--- config.mk ---
export PLATFORM = sky130hd
export DESIGN_NAME = twelve_hour_clock_with_keypad_set
export DESIGN_NICKNAME = d
export VERILOG_FILES = /design/src/rtl/core/thc_pkg.sv /design/src/rtl/core/thc_clock.sv /design/src/rtl/core/thc_entry.sv /design/src/rtl/core/twelve_hour_clock_with_keypad_set.sv
export SDC_FILE = /design/constraint.sdc
export NUM_CORES = 1
export LEC_CHECK = 0
export BUFFER_PORTS_ARGS = -buffer_cell sky130_fd_sc_hd__buf_2
export CAP_MARGIN = 20
export CORE_MARGIN = 2
export CORE_UTILIZATION = 57
export CTS_BUF_LIST = sky130_fd_sc_hd__clkbuf_2
export DETAILED_ROUTE_END_ITERATION = 7
export PLACE_DENSITY = 0.77
export SLEW_MARGIN = 10
export SYNTH_ARGS = -nofsm -noshare
export SYNTH_HDL_FRONTEND = slang
export SYNTH_SLANG_ARGS = --single-unit
--- constraint.sdc ---
create_clock -name aclk -period 5.4 [get_ports aclk]
set_clock_uncertainty 0.15 [all_clocks]
set_input_delay 1.08 -clock aclk [delete_from_list [all_inputs] [get_ports aclk]]
set_output_delay 1.08 -clock aclk [all_outputs]
set_load 0.05 [all_outputs]
--- src/rtl/core/thc_pkg.sv ---
package thc_pkg;

    localparam logic [3:0] KEY_STAR  = 4'd10;
    localparam logic [3:0] KEY_HASH  = 4'd11;
    localparam logic [3:0] KEY_DIGIT_MAX = 4'd9;

    localparam logic [6:0] BAD_ENTRY = 7'd61;
    localparam logic [6:0] MIN_SEC_WRAP = 7'd60;
    localparam logic [4:0] HOUR_WRAP = 5'd12;
    localparam logic [3:0] HOUR_ELEVEN = 4'd11;
    localparam logic [3:0] HOUR_TWELVE = 4'd12;

    localparam logic [3:0] RST_HOUR   = 4'd11;
    localparam logic [5:0] RST_MINUTE = 6'd59;
    localparam logic [5:0] RST_SECOND = 6'd55;
    localparam logic       RST_PM     = 1'b1;

    // external phase codes
    localparam logic [1:0] PHASE_RUN  = 2'd0;
    localparam logic [1:0] PHASE_HOUR = 2'd1;
    localparam logic [1:0] PHASE_MIN  = 2'd2;
    localparam logic [1:0] PHASE_AMPM = 2'd3;

    typedef struct packed {
        logic [3:0] hour;
        logic [5:0] minute;
        logic [5:0] second;
        logic       pm;
    } tod_t;

    // clock update request from the keypad sequencer
    typedef struct packed {
        logic       tick;
        logic       load;
        logic [3:0] hour;
        logic [5:0] minute;
        logic       pm;
    } clk_ctl_t;

    typedef struct packed {
        logic [1:0] phase;
        logic       rejected;
    } entry_stat_t;

endpackage

--- src/rtl/core/thc_clock.sv ---
module thc_clock
    import thc_pkg::*;
(
    input  logic     aclk,
    input  logic     aresetn,
    input  logic     step,
    input  clk_ctl_t ctl,
    output tod_t     tod_next
);

    tod_t tod_reg;

    logic [6:0] sec_inc;
    logic [6:0] min_inc;
    logic [4:0] hour_inc;
    logic [5:0] sec_wrapped;
    logic [5:0] min_wrapped;
    logic [3:0] hour_wrapped;

    always_comb begin
        sec_inc  = {1'b0, tod_reg.second} + 7'd1;
        min_inc  = {1'b0, tod_reg.minute} + 7'd1;
        hour_inc = {1'b0, tod_reg.hour} + 5'd1;
        sec_wrapped  = (sec_inc >= MIN_SEC_WRAP) ? 6'(sec_inc - MIN_SEC_WRAP) : sec_inc[5:0];
        min_wrapped  = (min_inc >= MIN_SEC_WRAP) ? 6'(min_inc - MIN_SEC_WRAP) : min_inc[5:0];
        hour_wrapped = (hour_inc >= HOUR_WRAP) ? 4'(hour_inc - HOUR_WRAP) : hour_inc[3:0];

        tod_next = tod_reg;
        if (ctl.load) begin
            tod_next.hour   = ctl.hour;
            tod_next.minute = ctl.minute;
            tod_next.second = '0;
            tod_next.pm     = ctl.pm;
        end else if (ctl.tick) begin
            tod_next.second = sec_wrapped;
            if (sec_wrapped == '0) begin
                tod_next.minute = min_wrapped;
                if (min_wrapped == '0) begin
                    if (tod_reg.hour == HOUR_ELEVEN) begin
                        tod_next.hour = HOUR_TWELVE;
                        tod_next.pm   = ~tod_reg.pm;
                    end else begin
                        tod_next.hour = hour_wrapped;
                    end
                end
            end
        end
    end

    always_ff @(posedge aclk) begin
        if (!aresetn) begin
            tod_reg.hour   <= RST_HOUR;
            tod_reg.minute <= RST_MINUTE;
            tod_reg.second <= RST_SECOND;
            tod_reg.pm     <= RST_PM;
        end else if (step) begin
            tod_reg <= tod_next;
        end
    end

endmodule

--- src/rtl/core/thc_entry.sv ---
module thc_entry
    import thc_pkg::*;
(
    input  logic        aclk,
    input  logic        aresetn,
    input  logic        step,
    input  logic        mode,
    input  logic [3:0]  key,
    output clk_ctl_t    ctl,
    output entry_stat_t stat
);

    typedef enum logic [3:0] {
        ST_RUN  = 4'b0001,
        ST_HOUR = 4'b0010,
        ST_MIN  = 4'b0100,
        ST_AMPM = 4'b1000
    } phase_t;

    phase_t     phase_reg, phase_next;
    logic [6:0] value_reg, value_next;
    logic [1:0] len_reg, len_next;
    logic       invalid_reg, invalid_next;
    logic [3:0] pend_hour_reg, pend_hour_next;
    logic [5:0] pend_min_reg, pend_min_next;

    logic [6:0] confirm_val;
    logic [6:0] lo;
    logic [6:0] hi;
    logic       reject;
    logic [1:0] phase_code;

    always_comb begin
        confirm_val = (!invalid_reg && len_reg != 2'd0 && value_reg <= 7'd59) ?
                      value_reg : BAD_ENTRY;
        lo = 7'd0;
        hi = 7'd59;
        if (phase_reg == ST_HOUR) begin
            lo = 7'd1;
            hi = 7'd12;
        end else if (phase_reg == ST_AMPM) begin
            hi = 7'd1;
        end
        reject = (confirm_val < lo) || (confirm_val > hi);

        phase_next     = phase_reg;
        value_next     = value_reg;
        len_next       = len_reg;
        invalid_next   = invalid_reg;
        pend_hour_next = pend_hour_reg;
        pend_min_next  = pend_min_reg;

        ctl.tick   = 1'b0;
        ctl.load   = 1'b0;
        ctl.hour   = pend_hour_reg;
        ctl.minute = pend_min_reg;
        ctl.pm     = confirm_val[0];
        stat.rejected = 1'b0;

        if (!mode) begin
            ctl.tick = step && (phase_reg == ST_RUN);
        end else if (phase_reg == ST_RUN) begin
            if (key == KEY_STAR) begin
                phase_next   = ST_HOUR;
                value_next   = '0;
                len_next     = '0;
                invalid_next = 1'b0;
            end
        end else if (key <= KEY_DIGIT_MAX) begin
            if (!invalid_reg) begin
                if (len_reg == 2'd0) begin
                    value_next = {3'b000, key};
                    len_next   = 2'd1;
                end else if (len_reg == 2'd1 && value_reg != '0) begin
                    // first digit is at most 9, so the sum stays below 100
                    value_next = 7'(value_reg * 7'd10 + {3'b000, key});
                    len_next   = 2'd2;
                end else begin
                    invalid_next = 1'b1;
                end
            end
        end else if (key == KEY_HASH) begin
            value_next   = '0;
            len_next     = '0;
            invalid_next = 1'b0;
            if (reject) begin
                stat.rejected = 1'b1;
            end else begin
                unique case (phase_reg)
                    ST_HOUR: begin
                        pend_hour_next = confirm_val[3:0];
                        phase_next     = ST_MIN;
                    end
                    ST_MIN: begin
                        pend_min_next = confirm_val[5:0];
                        phase_next    = ST_AMPM;
                    end
                    default: begin
                        ctl.load   = step;
                        phase_next = ST_RUN;
                    end
                endcase
            end
        end else begin
            invalid_next = 1'b1;
        end

        unique case (phase_next)
            ST_RUN:  phase_code = PHASE_RUN;
            ST_HOUR: phase_code = PHASE_HOUR;
            ST_MIN:  phase_code = PHASE_MIN;
            ST_AMPM: phase_code = PHASE_AMPM;
            default: phase_code = PHASE_RUN;
        endcase
        stat.phase = phase_code;
    end

    always_ff @(posedge aclk) begin
        if (!aresetn) begin
            phase_reg     <= ST_RUN;
            value_reg     <= '0;
            len_reg       <= '0;
            invalid_reg   <= 1'b0;
            pend_hour_reg <= '0;
            pend_min_reg  <= '0;
        end else if (step) begin
            phase_reg     <= phase_next;
            value_reg     <= value_next;
            len_reg       <= len_next;
            invalid_reg   <= invalid_next;
            pend_hour_reg <= pend_hour_next;
            pend_min_reg  <= pend_min_next;
        end
    end

endmodule

--- src/rtl/core/twelve_hour_clock_with_keypad_set.sv ---
// Twelve-hour clock with keypad time setting.
// Input channel (s_): one transaction per tick or key press. s_tuser[0] is the
// item kind (0 one-second tick, 1 key press); s_tdata[3:0] is the key code.
// Result channel (m_): one transaction per input transaction, in order, showing
// the clock and set phase after that item was applied.
// The input register loads at the accepting edge; update logic then feeds the
// result register, which raises m_tvalid, and a receiver stall can hold it off.
// Throughput is one item per cycle when not stalled; all clock and entry
// state updates in a single combinational pass between those two registers.
// Reset (aresetn low, synchronous) sets 11:59:55 PM, running phase, an empty
// entry, and empties both registers.
// When the receiver stalls, the result register holds and the input register
// keeps one more item; s_tready drops only when both are full.
module twelve_hour_clock_with_keypad_set
    import thc_pkg::*;
(
    input  logic        aclk,
    input  logic        aresetn,
    input  logic        s_tvalid,
    output logic        s_tready,
    input  logic [7:0]  s_tdata,   // [3:0] key, [7:4] zero
    input  logic [0:0]  s_tuser,   // [0] mode
    output logic        m_tvalid,
    input  logic        m_tready,
    // [3:0] hour, [9:4] minute, [15:10] second, [16] is_pm,
    // [18:17] set_phase, [19] entry_rejected, [23:20] zero
    output logic [23:0] m_tdata
);

    logic        in_valid_reg;
    logic        mode_reg;
    logic [3:0]  key_reg;
    logic        out_valid_reg;
    logic [19:0] out_data_reg;
    logic        step;

    clk_ctl_t    ctl;
    entry_stat_t stat;
    tod_t        tod_next;

    assign step     = in_valid_reg && (!out_valid_reg || m_tready);
    assign s_tready = !in_valid_reg || step;

    always_ff @(posedge aclk) begin
        if (!aresetn) begin
            in_valid_reg <= 1'b0;
        end else if (s_tready) begin
            in_valid_reg <= s_tvalid;
        end
    end

    always_ff @(posedge aclk) begin
        if (s_tready && s_tvalid) begin
            mode_reg <= s_tuser[0];
            key_reg  <= s_tdata[3:0];
        end
    end

    thc_entry u_entry (
        .aclk    (aclk),
        .aresetn (aresetn),
        .step    (step),
        .mode    (mode_reg),
        .key     (key_reg),
        .ctl     (ctl),
        .stat    (stat)
    );

    thc_clock u_clock (
        .aclk     (aclk),
        .aresetn  (aresetn),
        .step     (step),
        .ctl      (ctl),
        .tod_next (tod_next)
    );

    always_ff @(posedge aclk) begin
        if (!aresetn) begin
            out_valid_reg <= 1'b0;
        end else if (step) begin
            out_valid_reg <= 1'b1;
        end else if (m_tready) begin
            out_valid_reg <= 1'b0;
        end
    end

    always_ff @(posedge aclk) begin
        if (step) begin
            out_data_reg <= {stat.rejected, stat.phase, tod_next.pm, tod_next.second,
                             tod_next.minute, tod_next.hour};
        end
    end

    assign m_tvalid = out_valid_reg;
    assign m_tdata  = {4'b0000, out_data_reg};

    // a waiting input item is never dropped
    a_hold_input: assert property (@(posedge aclk) disable iff (!aresetn)
        in_valid_reg && !step |=> in_valid_reg)
        else $error("input item lost while stalled");

    a_step_fills_output: assert property (@(posedge aclk) disable iff (!aresetn)
        step |=> m_tvalid)
        else $error("result register not loaded");

    a_hour_range: assert property (@(posedge aclk) disable iff (!aresetn)
        m_tvalid |-> (m_tdata[3:0] != 4'd0) && (m_tdata[3:0] <= 4'd12))
        else $error("hour out of range");

    a_reject_in_set: assert property (@(posedge aclk) disable iff (!aresetn)
        m_tvalid && m_tdata[19] |-> m_tdata[18:17] != PHASE_RUN)
        else $error("reject reported while running");

endmodule
==> metrics, run 1 <==
clock power share 0.395; CP Max Fanout 11; placed insts 575; Max Cap Viol 0; Setup TNS 0 ps; grt total ovfl 0; Mapped Area 4250 um2; metal3 WL 400 um; count of cell types in the netlist 70; Sink Count 68; post-synthesis sequential area ratio 0.379; GRT Total Usage 0.220; met2 wire len 4170 um; vias per cell 5.76; Fmax 237 MHz; CP endpoint kind register; fin crit share 0.780; largest net degree at the start of global routing 32; Slowest cell on crit path nor3_1; Vias 3,407; Skew-Pair Late Insertion Delay 520 ps; drt first pass iters 5; Power per Cell Area 241 nW/um2; clock-pin slew on the worst setup and hold paths 200 ps; post_cts resized 0; Largest register FFs 20; boundary pin count 39; # diodes 0; global-route wire length before repair 14,600 um; Hold Fails Final Rpt 0; Net Sw Power 279 uW; fin crit period 4210 ps; final setup violation count 0; number of flops mapped to enable cells by yosys 25; sum of routed wire segments on met1 3810 um; Die H 90.4 um; worst-margin pin slew 984 ps; initial antenna violation count 0; max layer used met4; DRC 0; number of fill cells in the layout 615; initial DRC count 187; Area Overhead vs Synth 8.15%; WL final 8530 um; cells after synthesis 470; final cell count without fillers 591; CTS root buf clkbuf_2; ANT nets after route 0; hold_buf cts 0; worst vdd ir 0.232 mV; Final HPWL DP 6070 um; hold crit path type register to register; CTS tree yes; Die Width 90.4 um; share of layout cells above drive strength 1 0.136; die area 8160 um2; WL per Instance 14.4 um; port buffer count 30; # rows 31; sequential power share 0.500; Worst Path Class, Setup register to register; CTS Buf Count 9; Sw Share 0.252; startpoint types register; post-synthesis average cell area 9.04 um2; Max-slew headroom 0.343; RSZ-0062 raised after global routing false; Ys Warns 0; status completed; Post-CTS Setup Bufs 0; P_int 827 uW; Static Leak 0.00190 uW; number of global-route vias before repair 3,218; Final nets 524; GP Congestion 0.868; clk buf depth 2; Comb pwr share 0.105; H-tree depth 3; Data arrival, critical path 4370 ps; prevailing post-synth register cell dfxtp_1; Starting Density 0.586; CP Cell Sequence nor2_1, nor3_1, nand2_1, or2_2, inv_1, ha_1, nand3_1, or2_2, mux2i_1, or2_1, and4_1, buf_4, nor2_1, a31o_1, or2_1; Seq cells post-synth 68; CP Data Required Time 5560 ps; Slew Limit Fails 0; core region area 7250 um2; ys async rst share 0; critical path's largest stage delay 520 ps
## layout by cell type, fill, tap and decap left out, types with 5 or more instances in the layout
cell type and n:
nor2_1 53, dfxtp_1 43, nand2_1 40, buf_2 30, edfxtp_1 25, mux2i_1 23
ha_1 22, a21oi_1 20, nor3_1 18, nand3_1 18, o21ai_0 17, xnor2_1 15
inv_1 14, xor2_1 11, nand2b_1 9, clkbuf_2 9, nand4_1 8, and2_1 6
nor2b_1 5, o21a_1 5, or2_2 5, a21o_1 5
## layout make-up
| class | instances | area [um2] | area share |
|---|---|---|---|
| Clock buffer | 9 | 45.0 | 0.00980 |
| Clock inverter | 7 | 139 | 0.0302 |
| Inverter | 15 | 56.3 | 0.0122 |
| Multi-Input combinational cell | 361 | 2460 | 0.534 |
| Sequential cell | 68 | 1610 | 0.351 |
| Tap cell | 99 | 124 | 0.0269 |
| Timing Repair Buffer | 32 | 165 | 0.0359 |
## cells in the mapped netlist (8+ instances only)
library cell | count | area, um2
nor2_1 | 53 | 199
dfxtp_1 | 43 | 861
nand2_1 | 40 | 150
edfxtp_1 | 25 | 751
mux2i_1 | 23 | 230
ha_1 | 22 | 275
a21oi_1 | 20 | 100
clkbuf_1 | 19 | 71.3
nand3_1 | 18 | 90.1
nor3_1 | 18 | 90.1
o21ai_0 | 17 | 85.1
xnor2_1 | 15 | 131
inv_1 | 14 | 52.6
xor2_1 | 11 | 96.3
nand2b_1 | 9 | 56.3
nand4_1 | 8 | 50.1
## stage by stage
| stage | power (uW) | area [um2] | hold WS (ps) | setup slack [ps] | util |
|---|---|---|---|---|---|
| after global routing | 1150 | 4600 | 396 | 887 | 0.634 |
| after CTS | 1120 | 4600 | 368 | 1240 | 0.634 |
| after detailed placement | 679 | 4410 | 340 | 1240 | 0.608 |
| after floorplan | 659 | 4260 | 306 | 1850 | - |
| after global placement | 676 | 4410 | 319 | 1340 | 0.608 |
| final | 1110 | 4600 | 362 | 1190 | 0.634 |
## worst paths after layout
path | slack [ps] | cells after the start | startpoint | to
min reg2reg | 360 | 2 | u_entry.pend_hour_reg[2] | u_clock.tod_reg[15]
max | 1190 | 15 | u_entry.len_reg[0] | out_data_reg[6]
min | 360 | 2 | u_entry.pend_hour_reg[2] | u_clock.tod_reg[15]
max reg2reg | 1190 | 15 | u_entry.len_reg[0] | out_data_reg[6]
## critical path, delay by kind of cell (launching register included)
family	cells	cell delay [ps]
AOI/OAI and AO/OA	1	230
DFF	1	450
muxes	1	180
buffers and inverters	2	360
adders and majority gates	1	130
and+or+nand+nor	10	2520
## power groups by stage
| stage | Sequential (uW) | Combinational, uW | Clock, uW |
|---|---|---|---|
| after floorplan | 573 | 85.0 | 0 |
| after global placement | 563 | 113 | 0 |
| after detailed placement | 564 | 115 | 0 |
| after CTS | 553 | 115 | 447 |
| after global routing | 555 | 127 | 468 |
| final | 553 | 116 | 437 |
## kinds of logic after synthesis
family,after synthesis,share of synthesized area
flip-flops,68,0.379
buffers and inverters,44,0.0456
adder cells (fa/ha/maj),24,0.0742
AND/OR/NAND/NOR,193,0.234
AO/OA/AOI/OAI,86,0.144
other,1,0.000882
XOR/XNOR,26,0.0536
multiplexers,28,0.0683
## routing by layer
metal | vias to the layer above | global-route usage
met4 | 0 | 0.0782
met3 | 10 | 0.0576
met1 | 1586 | 0.273
met5 | - | 0
li1 | 1709 | -
met2 | 102 | 0.371
(Power assumes the default switching activity.)
==> run 2: changes to the inputs <==
--- a/config.mk
+++ b/config.mk
@@ -8,10 +8,10 @@
 export BUFFER_PORTS_ARGS = -buffer_cell sky130_fd_sc_hd__buf_2
 export CAP_MARGIN = 20
 export CORE_MARGIN = 2
-export CORE_UTILIZATION = 57
+export CORE_UTILIZATION = 56
 export CTS_BUF_LIST = sky130_fd_sc_hd__clkbuf_2
 export DETAILED_ROUTE_END_ITERATION = 7
-export PLACE_DENSITY = 0.77
+export PLACE_DENSITY = 0.79
 export SLEW_MARGIN = 10
 export SYNTH_ARGS = -nofsm -noshare
 export SYNTH_HDL_FRONTEND = slang
==> constraint.sdc (replaced) <==
create_clock -name aclk -period 3.5 [get_ports aclk]
set_clock_uncertainty 0.15 [all_clocks]
set_input_delay 0.7 -clock aclk [delete_from_list [all_inputs] [get_ports aclk]]
set_output_delay 0.7 -clock aclk [all_outputs]
set_load 0.05 [all_outputs]
==> metrics, run 2 (synthesis gave the netlist of run 1 again) <==
status completed; RSZ-0062 raised after global routing false; Comb pwr share 0.120; fin crit period 3310 ps; drt first pass iters 4; # rows 31; most frequent CP cell or2_1; design area 4630 um2; Largest register FFs 20; Net Sw Power 404 uW; Die H 91.1 um; Slowest cell on crit path or3_1; Core Util, Final 0.635; Setup TNS 0 ps; largest net degree at the start of global routing 32; hold crit path type primary input to register; P_int 1130 uW; Fmax 302 MHz; Critical R2R Launch u_entry.phase_reg[2]; clock-pin slew on the worst setup and hold paths 180 ps; CP Cell Sequence nand2b_1, or3_1, nand2_1, ha_1, nor2b_1, o21a_1, o31ai_1, or2_1, and4_2, nor2_1, a31o_1, or2_1; CP endpoint kind register; GP Congestion 0.877; Worst Hold Endpoint key_reg[0]; RR Endpoint out_data_reg[6]; initial antenna violation count 0; die area 8300 um2; worst-margin pin slew 1010 ps; clock power share 0.326; GRT Total Usage 0.222; Final HPWL DP 6350 um; Starting Density 0.583; Sink Count 68; Worst Hold Depth 1; initial DRC count 170; Data arrival, critical path 3440 ps; Final nets 534; DRC 0; CTS Buf Count 9; cell depth of the worst flop-to-flop path 12; fin crit share 0.945; commonest cells after routing, fill and taps aside 53 x nor2_1, 40 x nand2_1, 40 x dfxtp_1; startpoint types register; CP Data Required Time 3630 ps; sequential power share 0.554; worst reg2reg setup slack 190 ps; placed insts 585; vias per cell 5.70; critical path's largest stage delay 400 ps; WL per Instance 14.2 um; worst vdd ir 0.226 mV; ANT nets after route 0; CTS root buf clkbuf_2; WL final 8510 um; H-tree depth 3; total power 1540 uW; Power per Cell Area 333 nW/um2; Skew-Pair Late Insertion Delay 510 ps; Area Overhead vs Synth 8.86%; clk buf depth 2; CP Max Fanout 9; core region area 7290 um2; final setup violation count 0; Vias 3,428; # diodes 0; final cell count without fillers 601; Max Cap Viol 0; CTS tree yes; placed cell area 4490 um2; Max-slew headroom 0.328; grt total ovfl 0; boundary pin count 39; port buffer count 30; Worst Path Class, Setup register to register; Slew Limit Fails 0; Sw Share 0.263; share of layout cells above drive strength 1 0.161; global-route wire length before repair 14,900 um; HP Start s_tdata[0]; Hold Fails Final Rpt 0; Static Leak 0.00193 uW; Die Width 91.1 um; commonest non-fill, non-tap cell in the layout nor2_1; number of global-route vias before repair 3,315
==> run 2: cell types whose count changed in the layout (fill, tap and decap cells not counted), moves of 2 or more <==
cell,previous run,this run
buf_4,2,12
dfxtp_1,43,40
dfxtp_2,0,3
bufinv_16,4,2
==> run 2: cell type report <==
| cell class | instances | area, um2 |
|---|---|---|
| timing repair buffer | 42 | 240 |
| tap | 99 | 124 |
| multi-input combinational | 361 | 2460 |
| sequential | 68 | 1620 |
| fill | 640 | 2670 |
| inverter | 15 | 56.3 |
| clock inverter | 6 | 78.8 |
| clock buffer | 10 | 50.0 |
==> run 2: per-layer routing <==
metal	wire length, um	share of wire	global-route usage
met5	0	0	0
met2	4100	0.48	0.370
met1	3930	0.46	0.278
met4	231	0.027	0.0960
met3	255	0.030	0.0448
==> run 2: what timing repair did <==
action | 4_1_cts | 5_1_grt
endpoints found under the setup margin | 0 | 3
resized for setup | 0 | 5
buffers inserted | 0 | 0
hold buffers | 0 | 0
hold endpoints to repair | 0 | 0
==> run 2: worst max-delay path: cells and delay by family, from the launching register on <==
family | cells | cell delay, ps
fa+ha+maj | 1 | 260
compound gates | 3 | 640
simple gates | 8 | 1650
flops | 1 | 390
==> run 2: power by group through the flow <==
stage	clock network, uW	logic (uW)	registers, uW
6_report	502	185	852
4_1_cts	517	185	852
3_3_place_gp	0	178	868
2_1_floorplan	0	131	885
5_1_grt	553	203	856
3_5_place_dp	0	185	869
==> run 2: how the worst max path moves through the flow <==
| stage | startpoint | end | slack (ps) |
|---|---|---|---|
| after floorplan | u_entry.len_reg[0] | out_data_reg[6] | 50 |
| after detailed placement | u_entry.phase_reg[2] | out_data_reg[6] | 90 |
| after global placement | u_entry.phase_reg[2] | out_data_reg[6] | 200 |
| after global routing | u_entry.phase_reg[2] | out_data_reg[0] | 20 |
| after CTS | u_entry.phase_reg[2] | out_data_reg[6] | 80 |
| final | u_entry.phase_reg[2] | out_data_reg[6] | 190 |
==> run 2: stage by stage <==
stage	hold slack (ps)	worst slack (ps)
global placement	318	202
detailed placement	335	88.2
global route	153	17.6
finish	225	192
floorplan	306	54.9
CTS	186	82.6
==> run 3: changes to the inputs <==
--- a/config.mk
+++ b/config.mk
@@ -11,7 +11,9 @@
 export CORE_UTILIZATION = 56
 export CTS_BUF_LIST = sky130_fd_sc_hd__clkbuf_2
 export DETAILED_ROUTE_END_ITERATION = 7
+export GPL_ROUTABILITY_DRIVEN = 0
 export PLACE_DENSITY = 0.79
+export RECOVER_POWER = 25
 export SLEW_MARGIN = 10
 export SYNTH_ARGS = -nofsm -noshare
 export SYNTH_HDL_FRONTEND = slang
==> metrics, run 3 (synthesis gave the netlist of run 1 again) <==
Die Width 91.1 um; Setup TNS 0 ps; Largest register FFs 20; Final HPWL DP 6350 um; Slowest cell on crit path or3_1; Worst Path Class, Setup register to register; port buffer count 30; boundary pin count 39; CP Max Fanout 9; critical path's largest stage delay 400 ps; Final nets 534; worst-margin pin slew 1010 ps; startpoint types register; # rows 31; core region area 7290 um2; Max-slew headroom 0.326; number of fill cells in the layout 643; most frequent CP cell or2_1; H-tree depth 3; Hold Fails Final Rpt 0; commonest cells after routing, fill and taps aside 53 x nor2_1, 40 x nand2_1, 40 x dfxtp_1; Post-CTS Setup Bufs 0; drt first pass iters 4; largest net degree at the start of global routing 32; fin crit period 3310 ps; clk buf depth 2; clock-pin slew on the worst setup and hold paths 180 ps; CTS tree yes; # diodes 0; worst setup margin 188 ps; RSZ-0062 raised after global routing false; Core Util, Final 0.634; CP Data Required Time 3630 ps; Vias 3,440; Power per Cell Area 333 nW/um2; Sink Count 68; CTS root buf clkbuf_2; worst reg2reg setup slack 190 ps; die area 8300 um2; Buf/Inv on CP 0; Die H 91.1 um; GRT Total Usage 0.222; ANT nets after route 0; CP Cell Sequence nand2b_1, or3_1, nand2_1, ha_1, nor2b_1, o21a_1, o31ai_1, or2_1, and4_2, nor2_1, a31o_1, or2_1; global-route wire length before repair 14,900 um; Skew-Pair Late Insertion Delay 500 ps; Max Cap Viol 0; design area 4620 um2; Slew Limit Fails 0; WL final 8550 um; initial DRC count 157; DP Worst Slack 88.2 ps; worst vdd ir 0.226 mV; commonest non-fill, non-tap cell in the layout nor2_1; DRC 0; fin crit share 0.946; hold crit path type primary input to register; Starting Density 0.583; CTS Buf Count 9; Area Overhead vs Synth 8.74%; share of layout cells above drive strength 1 0.157; CP endpoint kind register; post_cts resized 0; grt total ovfl 0; CP delay by family, top simple AND/OR/NAND/NOR gates; number of global-route vias before repair 3,315; hold_buf cts 0; Data arrival, critical path 3450 ps; vias per cell 5.72; placed cell area 4490 um2; status completed; final setup violation count 0; initial antenna violation count 0; WL per Instance 14.2 um; Fmax 302 MHz; Static Leak 0.00192 uW
==> run 3: cell count changes in the layout (fill, tap and decap cells not counted) <==
| cell | before | now |
|---|---|---|
| buf_4 | 12 | 11 |
| and2_1 | 6 | 5 |
| and2_0 | 0 | 1 |
| buf_2 | 30 | 29 |
| clkbuf_1 | 0 | 2 |
==> run 3: routing by layer <==
metal  wire length [um]  track usage  share of wire
met5                  0            0              0
met4                220       0.0960          0.026
met3                221       0.0448          0.026
met2               4100        0.370           0.48
met1               4010        0.278           0.47
==> run 3: layout make-up <==
| cell class | instances | area (um2) | area share |
|---|---|---|---|
| multi-input combinational | 361 | 2460 | 0.533 |
| sequential | 68 | 1620 | 0.349 |
| timing repair buffer | 42 | 235 | 0.0509 |
| tap | 99 | 124 | 0.0268 |
| clock inverter | 6 | 78.8 | 0.0171 |
| inverter | 15 | 56.3 | 0.0122 |
| clock buffer | 10 | 50.0 | 0.0108 |
==> run 3: final timing paths <==
path                    endpoint                      from  cells after the start
max              out_data_reg[6]      u_entry.phase_reg[2]                     12
max reg2reg      out_data_reg[6]      u_entry.phase_reg[2]                     12
min                   key_reg[0]                s_tdata[0]                      1
min reg2reg  u_clock.tod_reg[15]  u_entry.pend_hour_reg[2]                      2
==> run 3: power by group <==
part / internal, uW / switching, uW
Sequential: 837 / 15.2
Combinational: 63.0 / 122
Clock: 234 / 268
Total: 1130 / 404
==> run 3: per-stage QoR <==
step | power (uW) | std cells | hold slack, ps
2_1_floorplan | 1020 | 473 | 306
3_3_place_gp | 1050 | 585 | 318
3_5_place_dp | 1050 | 585 | 335
4_1_cts | 1550 | 601 | 186
5_1_grt | 1610 | 601 | 153
6_report | 1540 | 601 | 228
